===== src/design/css_pkg.sv =====
// Shared types, codes and helpers for the CIGAR split segmenter.
package css_pkg;

    // CIGAR operation codes
    localparam logic [3:0] OP_M  = 4'd0;
    localparam logic [3:0] OP_I  = 4'd1;
    localparam logic [3:0] OP_D  = 4'd2;
    localparam logic [3:0] OP_N  = 4'd3;
    localparam logic [3:0] OP_S  = 4'd4;
    localparam logic [3:0] OP_EQ = 4'd7;
    localparam logic [3:0] OP_X  = 4'd8;

    // configuration register indexes
    localparam logic [1:0] CFG_MIN_SEG_LEN = 2'd0;
    localparam logic [1:0] CFG_EXCL_SCLIP  = 2'd1;

    localparam logic [15:0] MIN_SEG_LEN_RST = 16'd15;

    // result queue
    localparam int RES_DEPTH = 4;
    localparam int RES_PTR_W = $clog2(RES_DEPTH);
    localparam int RES_CNT_W = $clog2(RES_DEPTH + 1);

    typedef enum logic [1:0] {
        VERDICT_NONE     = 2'd0,
        VERDICT_OK       = 2'd1,
        VERDICT_SHORT    = 2'd2,
        VERDICT_MISMATCH = 2'd3
    } verdict_t;

    typedef struct packed {
        logic [31:0] read_start;
        logic [31:0] read_end;
        logic [31:0] ref_position;
        logic [7:0]  segment_index;
        logic        too_short;
        verdict_t    verdict;
        logic        last;
    } seg_result_t;

    function automatic logic [31:0] sat_add32(input logic [31:0] a, input logic [31:0] b);
        logic [32:0] s;
        s = {1'b0, a} + {1'b0, b};
        return s[32] ? 32'hFFFF_FFFF : s[31:0];
    endfunction

endpackage


===== src/design/cigar_split_segmenter.sv =====
// Top level: CIGAR split segmenter with a small result queue.
//
//  channel | ports                                   | direction
//  --------+-----------------------------------------+----------
//  input   | s_valid/s_ready, s_op .. s_last_of_record | in
//  result  | m_valid/m_ready, m_read_start .. m_last   | out
//  config  | cfg_valid/cfg_ready, cfg_index, cfg_data  | in
//
// One CIGAR word is taken per cycle; its state update and up to two results
// are formed in the same cycle and pushed into a 4-entry result queue.
// Results leave one per cycle while m_ready is high, so a skip that is also last
// yields two result words. s_ready drops while the queue has fewer than two free slots.
// Synchronous active-low reset empties the queue and clears record state.
module cigar_split_segmenter
    import css_pkg::*;
(
    input  logic        aclk,
    input  logic        aresetn,

    input  logic        cfg_valid,
    output logic        cfg_ready,
    input  logic [1:0]  cfg_index,
    input  logic [15:0] cfg_data,

    input  logic        s_valid,
    output logic        s_ready,
    input  logic [3:0]  s_op,
    input  logic [27:0] s_op_length,
    input  logic        s_first_of_record,
    input  logic [30:0] s_ref_start,
    input  logic [7:0]  s_expected_segments,
    input  logic        s_last_of_record,

    output logic        m_valid,
    input  logic        m_ready,
    output logic [31:0] m_read_start,
    output logic [31:0] m_read_end,
    output logic [31:0] m_ref_position,
    output logic [7:0]  m_segment_index,
    output logic        m_too_short,
    output logic [1:0]  m_verdict,
    output logic        m_last
);

    logic [15:0] min_len_reg;
    logic        excl_sclip_reg;

    logic [31:0] seg_start_reg, seg_end_reg, ref_pos_reg, ref_span_reg;
    logic        seg_open_reg, short_seen_reg;
    logic [7:0]  valid_count_reg, expected_count_reg;

    logic [31:0] seg_start_next, seg_end_next, ref_pos_next, ref_span_next;
    logic        seg_open_next, short_seen_next;
    logic [7:0]  valid_count_next, expected_count_next;

    // working values after first-of-record clearing
    logic [31:0] cur_start, cur_end, cur_ref, cur_span, op_len;
    logic        cur_open, cur_short;
    logic [7:0]  cur_count, cur_expected;

    logic        skip_emit, skip_is_short, fin_is_short;
    logic [7:0]  count_after_skip;
    logic        short_after_skip;
    seg_result_t skip_res, fin_res;

    seg_result_t res_q [RES_DEPTH];
    logic [RES_PTR_W-1:0] wr_ptr_reg, rd_ptr_reg;
    logic [RES_CNT_W-1:0] count_reg, count_next;
    logic [1:0]           push_n;
    logic                 s_fire, m_fire;

    assign cfg_ready = 1'b1;
    assign s_ready   = (count_reg <= RES_CNT_W'(RES_DEPTH - 2));
    assign s_fire    = s_valid & s_ready;
    assign m_valid   = (count_reg != '0);
    assign m_fire    = m_valid & m_ready;
    assign op_len    = {4'd0, s_op_length};

    always_ff @(posedge aclk) begin
        if (!aresetn) begin
            min_len_reg    <= MIN_SEG_LEN_RST;
            excl_sclip_reg <= 1'b0;
        end else if (cfg_valid && cfg_ready) begin
            unique case (cfg_index)
                CFG_MIN_SEG_LEN: min_len_reg    <= cfg_data;
                CFG_EXCL_SCLIP:  excl_sclip_reg <= cfg_data[0];
                default: ;
            endcase
        end
    end

    always_comb begin
        cur_start    = s_first_of_record ? 32'd0 : seg_start_reg;
        cur_end      = s_first_of_record ? 32'd0 : seg_end_reg;
        cur_ref      = s_first_of_record ? {1'b0, s_ref_start} : ref_pos_reg;
        cur_span     = s_first_of_record ? 32'd0 : ref_span_reg;
        cur_open     = s_first_of_record ? 1'b0 : seg_open_reg;
        cur_short    = s_first_of_record ? 1'b0 : short_seen_reg;
        cur_count    = s_first_of_record ? 8'd0 : valid_count_reg;
        cur_expected = s_first_of_record ? s_expected_segments : expected_count_reg;

        seg_start_next      = cur_start;
        seg_end_next        = cur_end;
        ref_pos_next        = cur_ref;
        ref_span_next       = cur_span;
        seg_open_next       = cur_open;
        expected_count_next = cur_expected;
        skip_emit           = 1'b0;

        unique case (s_op) inside
            OP_M, OP_EQ, OP_X: begin
                seg_end_next  = sat_add32(cur_end, op_len);
                ref_span_next = sat_add32(cur_span, op_len);
                seg_open_next = 1'b1;
            end
            OP_I: begin
                seg_end_next  = sat_add32(cur_end, op_len);
                seg_open_next = 1'b1;
            end
            OP_D: begin
                ref_span_next = sat_add32(cur_span, op_len);
                seg_open_next = 1'b1;
            end
            OP_S: begin
                if (!excl_sclip_reg) begin
                    seg_end_next  = sat_add32(cur_end, op_len);
                    seg_open_next = 1'b1;
                end else if (!cur_open) begin
                    // leading clip shifts the whole window
                    seg_start_next = sat_add32(cur_start, op_len);
                    seg_end_next   = sat_add32(cur_end, op_len);
                end
            end
            OP_N: begin
                if (cur_open) begin
                    skip_emit      = 1'b1;
                    ref_pos_next   = sat_add32(cur_ref, sat_add32(cur_span, op_len));
                    ref_span_next  = 32'd0;
                    seg_start_next = cur_end;
                    seg_open_next  = 1'b0;
                end
            end
            default: ;
        endcase

        // segment closed by the skip
        skip_is_short = (cur_end - cur_start) < {16'd0, min_len_reg};
        skip_res.read_start    = cur_start;
        skip_res.read_end      = cur_end;
        skip_res.ref_position  = cur_ref;
        skip_res.segment_index = cur_count;
        skip_res.too_short     = skip_is_short;
        skip_res.verdict       = VERDICT_NONE;
        skip_res.last          = 1'b0;

        count_after_skip = cur_count;
        short_after_skip = cur_short;
        if (skip_emit) begin
            if (skip_is_short)
                short_after_skip = 1'b1;
            else if (cur_count != 8'hFF)
                count_after_skip = cur_count + 8'd1;
        end

        // closing segment of the record
        fin_is_short = (seg_end_next - seg_start_next) < {16'd0, min_len_reg};
        valid_count_next = count_after_skip;
        short_seen_next  = short_after_skip;
        if (s_last_of_record) begin
            if (fin_is_short)
                short_seen_next = 1'b1;
            else if (count_after_skip != 8'hFF)
                valid_count_next = count_after_skip + 8'd1;
        end

        fin_res.read_start    = seg_start_next;
        fin_res.read_end      = seg_end_next;
        fin_res.ref_position  = ref_pos_next;
        fin_res.segment_index = count_after_skip;
        fin_res.too_short     = fin_is_short;
        fin_res.last          = 1'b1;
        if (short_seen_next)
            fin_res.verdict = VERDICT_SHORT;
        else if (valid_count_next != cur_expected)
            fin_res.verdict = VERDICT_MISMATCH;
        else
            fin_res.verdict = VERDICT_OK;

        push_n = s_fire ? ({1'b0, skip_emit} + {1'b0, s_last_of_record}) : 2'd0;
    end

    always_ff @(posedge aclk) begin
        if (!aresetn) begin
            seg_start_reg      <= '0;
            seg_end_reg        <= '0;
            ref_pos_reg        <= '0;
            ref_span_reg       <= '0;
            seg_open_reg       <= 1'b0;
            valid_count_reg    <= '0;
            short_seen_reg     <= 1'b0;
            expected_count_reg <= '0;
        end else if (s_fire) begin
            seg_start_reg      <= seg_start_next;
            seg_end_reg        <= seg_end_next;
            ref_pos_reg        <= ref_pos_next;
            ref_span_reg       <= ref_span_next;
            seg_open_reg       <= seg_open_next;
            valid_count_reg    <= valid_count_next;
            short_seen_reg     <= short_seen_next;
            expected_count_reg <= expected_count_next;
        end
    end

    // result queue: skip word first, then the closing word
    always_ff @(posedge aclk) begin
        if (push_n != 2'd0)
            res_q[wr_ptr_reg] <= skip_emit ? skip_res : fin_res;
        if (push_n == 2'd2)
            res_q[wr_ptr_reg + RES_PTR_W'(1)] <= fin_res;
    end

    assign count_next = count_reg + RES_CNT_W'(push_n) - RES_CNT_W'(m_fire);

    always_ff @(posedge aclk) begin
        if (!aresetn) begin
            wr_ptr_reg <= '0;
            rd_ptr_reg <= '0;
            count_reg  <= '0;
        end else begin
            wr_ptr_reg <= wr_ptr_reg + RES_PTR_W'(push_n);
            if (m_fire)
                rd_ptr_reg <= rd_ptr_reg + RES_PTR_W'(1);
            count_reg <= count_next;
        end
    end

    assign m_read_start    = res_q[rd_ptr_reg].read_start;
    assign m_read_end      = res_q[rd_ptr_reg].read_end;
    assign m_ref_position  = res_q[rd_ptr_reg].ref_position;
    assign m_segment_index = res_q[rd_ptr_reg].segment_index;
    assign m_too_short     = res_q[rd_ptr_reg].too_short;
    assign m_verdict       = res_q[rd_ptr_reg].verdict;
    assign m_last          = res_q[rd_ptr_reg].last;

endmodule


===== config.mk =====
export PLATFORM = sky130hd
export DESIGN_NAME = cigar_split_segmenter
export DESIGN_NICKNAME = d
export VERILOG_FILES = /design/src/design/css_pkg.sv /design/src/design/cigar_split_segmenter.sv
export SDC_FILE = /design/constraint.sdc
export NUM_CORES = 2
export LEC_CHECK = 0
export BUFFER_PORTS_ARGS = -buffer_cell sky130_fd_sc_hd__buf_2
export CAP_MARGIN = 20
export CORE_UTILIZATION = 50
export DETAILED_ROUTE_END_ITERATION = 10
export GPL_ROUTABILITY_DRIVEN = 0
export GPL_TIMING_DRIVEN = 1
export PLACE_DENSITY_LB_ADDON = 0.3
export SYNTH_ARGS = -nofsm -noshare
export SYNTH_HDL_FRONTEND = slang
export SYNTH_SLANG_ARGS = --single-unit
export TNS_END_PERCENT = 10

===== constraint.sdc =====
create_clock -name aclk -period 35.9 [get_ports aclk]
set_input_delay 5.385 -clock aclk [delete_from_list [all_inputs] [get_ports aclk]]
set_output_delay 5.385 -clock aclk [all_outputs]
set_load 0.01 [all_outputs]

==> impl_summary.txt <==
----------------------------------------------------
[Layout]
  Register area ... 0.0164 mm^2
  Area of the multi-input gates ... 0.0208 mm^2
  Register ranked first by flip-flop count ... res_q
  Filler cell count ... 6733
  Flip-flop count of the largest register, all copies and words added ... 432
  Fraction of final layout cells with drive strength greater than 1 ... 13.6%
  Growth of design area from synthesis to finish ... 10.9%
  Net total in the final layout ... 4375

[Worst setup path]
  Endpoint type of the worst setup path ... flop
  Dominant delay contributor by cell family on the critical path ... compound AO/OA/AOI/OAI gates
  Setup CP Type ... input port to flop
  Arrival @ worst endpoint ... 17190 ps
  CP most frequent cell ... a21o_1
  Buffers & Inverters on Critical Path ... 3
  Longest individual stage delay on the worst path ... 760 ps
  CP Data Required Time ... around 36000 ps
  Crit path launch type ... input port
  Critical Path Slowest Stage Cell ... buf_4
  Critical Path Fanout Max ... 59

[STA]
  Pins over their slew limit ... 0
  Minimum clock period ... around 17000 ps
  Number of hold violations in the final report ... 0
  Max Clock Skew ... about 23 ps
  Share of the clock period used by the worst path ... around 47%
  Highest attainable clock frequency ... 59.3 MHz
  Normalized max-slew margin ... 0.850%
  Final setup violating endpoints ... 0
  Accumulated negative setup slack ... 0 ps
  Transition time at the pin with the least slew margin ... 1490 ps
  Setup repair after global routing missed its margin ... no

[Clocking]
  Clock slew at reported path FFs ... 60 ps
  Clock tree root buffer cell ... clkbuf_16
  CTS resizes ... 0
  Clock buffer count from CTS ... 69
  Buffers inserted by post-CTS timing repair ... 0
  Worst-Skew Late Latency ... around 640 ps
  Number of buffers on the longest clock path ... 3
  Clock sink count ... 604
  Number of H-tree branching levels ... 3
  CTS Hold Buffers Added ... 0
  CTS tree ... done

[Synthesis]
  Mean post-synth cell area ... approximately 9.7 um^2
  Most common cell in the netlist ... edfxtp_1
  Post-synthesis cell area ... just under 0.04 mm^2
  Synth Area in Simple Gates ... 14.2%
  Yosys reg bits ... 604
  Largest family of logic cells by synthesized area ... compound AO/OA/AOI/OAI gates
  Most used flip-flop cell after synthesis ... edfxtp_1
  Top cells by area in the synthesized netlist ... edfxtp_1 33%, dfxtp_1 9.1%, ha_1 6.8%, mux4_2 6.3%, o22ai_1 4.7%
  Share of Yosys cell area claimed by the top area cell type ... 33.2%
  Mux contribution to synthesized area ... 7.94%
  Library cell with the largest summed area after synthesis ... edfxtp_1
  Synth Area in Compound Gates ... a little over a fifth
  Synthesis Warnings ... 0
  Top post-synthesis cells by count ... 428 x edfxtp_1, 396 x nor2_1, 322 x nand2_1, 297 x a21oi_1, 292 x o22ai_1
  Net count after synthesis ... roughly 4.3k
  Cell variety after synth ... 99
  Post-Synth XOR/XNOR Area ... 3.29%
  Adder and majority gate portion of the synthesized area ... between 7 and 8%
  Synthesized instance count ... between 3k and 4k
  Fraction of registers with async set/reset ... 0%
  Number of enable-type register cells in the synthesized netlist ... between 400 and 500
  Sequential cell area fraction in the yosys report ... approximately 42%

[Power]
  P per Cell Area ... between 50 and 60 mW/mm^2
  Worst vdd rail ir drop ... roughly 0.035 mV
  Pleak ... 16.4 nW
  Total Power Consumption ... between 2 and 2.5 mW

[Detailed routing]
  Remaining antenna violation count after routing ... 0
  Detailed-routing iteration count for the pre-antenna-repair pass ... 7
  Via Count ... between 30k and 40k
  Number of remaining DRC errors ... 0
  Wire length after detailed routing ... around 130000 um
  Via-per-instance ratio ... 6.49
  Count of routing violations after the opening detailed-route iteration ... 3873
  Average routed wire per standard cell ... 24.4 um

[Global routing]
  Pin count of the biggest net entering global routing ... 84
  First-pass GRT wire length ... 189000 um
  Number of antenna violations at the first check in global routing ... 6
  Via count of the first global-routing pass ... approximately 32k
  Tot GR Track Use ... a little under a third
  Leftover overflow at the end of global routing ... 0

[Placement]
  Total of buffers placed on input and output ports ... 205
  Final HPWL DP ... 85800 um

[Run status]
  Run status ... complete, no violations

[Hold path]
  Hold crit path type ... flop to flop

[Die]
  Initial Util ... 50.7%
  Die Footprint ... 0.0786 mm^2
  Die height ... roughly 280 um
  Number of placed I/O pins ... 207
  Floorplan die width ... 280 um
  Core area ... between 0.07 and 0.08 mm^2
  Cell row count ... 101

[Flow run]
  Reported max-cap violation count ... 0

----------------------------------------------------
## layout make-up
class,count,area share [%]
Inverter,176,1.57
Timing Repair Buffer,258,3.32
Multi-Input combinational cell,2954,48.5
Clock buffer,91,4.49
Sequential cell,604,38.1
Clock inverter,37,1.01
Tap cell,1030,3.00
Antenna cell,2,0.0117
## metrics by stage
step                      hold WS [ps]  std cells  instance area [um^2]  utilization [%]  worst slack, ps
final                              442       5152                 43000             56.3            19040
after global routing               462       5150                 42900             56.3            18310
after CTS                          444       5148                 42900             56.3            19370
after detailed placement           434       5020                 40600             53.2            18750
after global placement             430       5020                 40600             53.2            18900
after floorplan                    418       3979                 38700                -            19990
## layout by cell type, fill, tap and decap left out, types with 12 or more instances in the layout
| master | Yosys | routed |
|---|---|---|
| a211oi_1 | 68 | 68 |
| a21o_1 | 66 | 66 |
| a21oi_1 | 297 | 297 |
| a221oi_1 | 24 | 24 |
| a22o_1 | 58 | 58 |
| a31oi_1 | 32 | 31 |
| and2_1 | 40 | 38 |
| and3_1 | 28 | 28 |
| buf_2 | 5 | 204 |
| buf_4 | 1 | 52 |
| clkbuf_16 | 0 | 70 |
| dfxtp_1 | 176 | 174 |
| edfxtp_1 | 428 | 428 |
| ha_1 | 212 | 212 |
| inv_1 | 173 | 169 |
| mux2i_1 | 52 | 52 |
| mux4_2 | 108 | 108 |
| nand2_1 | 322 | 320 |
| nand2b_1 | 37 | 36 |
| nand3_1 | 59 | 58 |
| nand4_1 | 22 | 22 |
| nor2_1 | 396 | 395 |
| nor2b_1 | 101 | 101 |
| nor3_1 | 49 | 48 |
| o211ai_1 | 14 | 14 |
| o21a_1 | 69 | 65 |
| o21ai_0 | 195 | 195 |
| o21ai_1 | 13 | 12 |
| o21bai_1 | 20 | 20 |
| o22ai_1 | 292 | 292 |
| o31ai_1 | 14 | 14 |
| or2_2 | 15 | 15 |
| or3_1 | 23 | 23 |
| xnor2_1 | 89 | 89 |
| xor2_1 | 49 | 49 |
## report_power, final
group | internal (mW) | total, mW | switching (mW)
registers | 0.787 | 0.825 | 0.0383
logic | 0.344 | 0.858 | 0.514
clock network | 0.428 | 0.736 | 0.308
## worst register-to-register path: cells and delay by family, from the launching register on
kind / cells / cell delay (ps)
AOI/OAI and AO/OA: 21 / 5490
buffers and inverters: 1 / 190
DFF: 1 / 610
adders and majority gates: 3 / 840
xor gates and xnor gates: 2 / 240
and+or+nand+nor: 10 / 3630
## layer usage
| layer | global-route usage, % | part of all wire (%) |
|---|---|---|
| met5 | 0 | 0.043 |
| met4 | 18.7 | 6.1 |
| met3 | 4.86 | 9.3 |
| met2 | 49.3 | 45 |
| met1 | 41.5 | 40 |
## final timing paths
check,slack (ps),start,cells past startpoint,end
hold reg to reg,440,res_q[1][0]$_SDFFE_PP1P_,2,res_q[1][0]$_SDFFE_PP1P_
hold / removal,440,res_q[1][0]$_SDFFE_PP1P_,2,res_q[1][0]$_SDFFE_PP1P_
setup reg to reg,24590,seg_end_reg[1]$_SDFFE_PN0P_,37,res_q[0][2]$_DFFE_PP_
setup / recovery,19040,s_first_of_record,38,res_q[0][2]$_DFFE_PP_
## cells by family after synthesis
group / count (synthesis)
buffers and inverters: 421
AO/OA/AOI/OAI: 1268
XOR/XNOR: 141
AND/OR/NAND/NOR: 1156
multiplexers: 171
adder cells (fa/ha/maj): 217
flip-flops: 604
other: 1
Note: power is estimated with default switching activity, not from simulation.
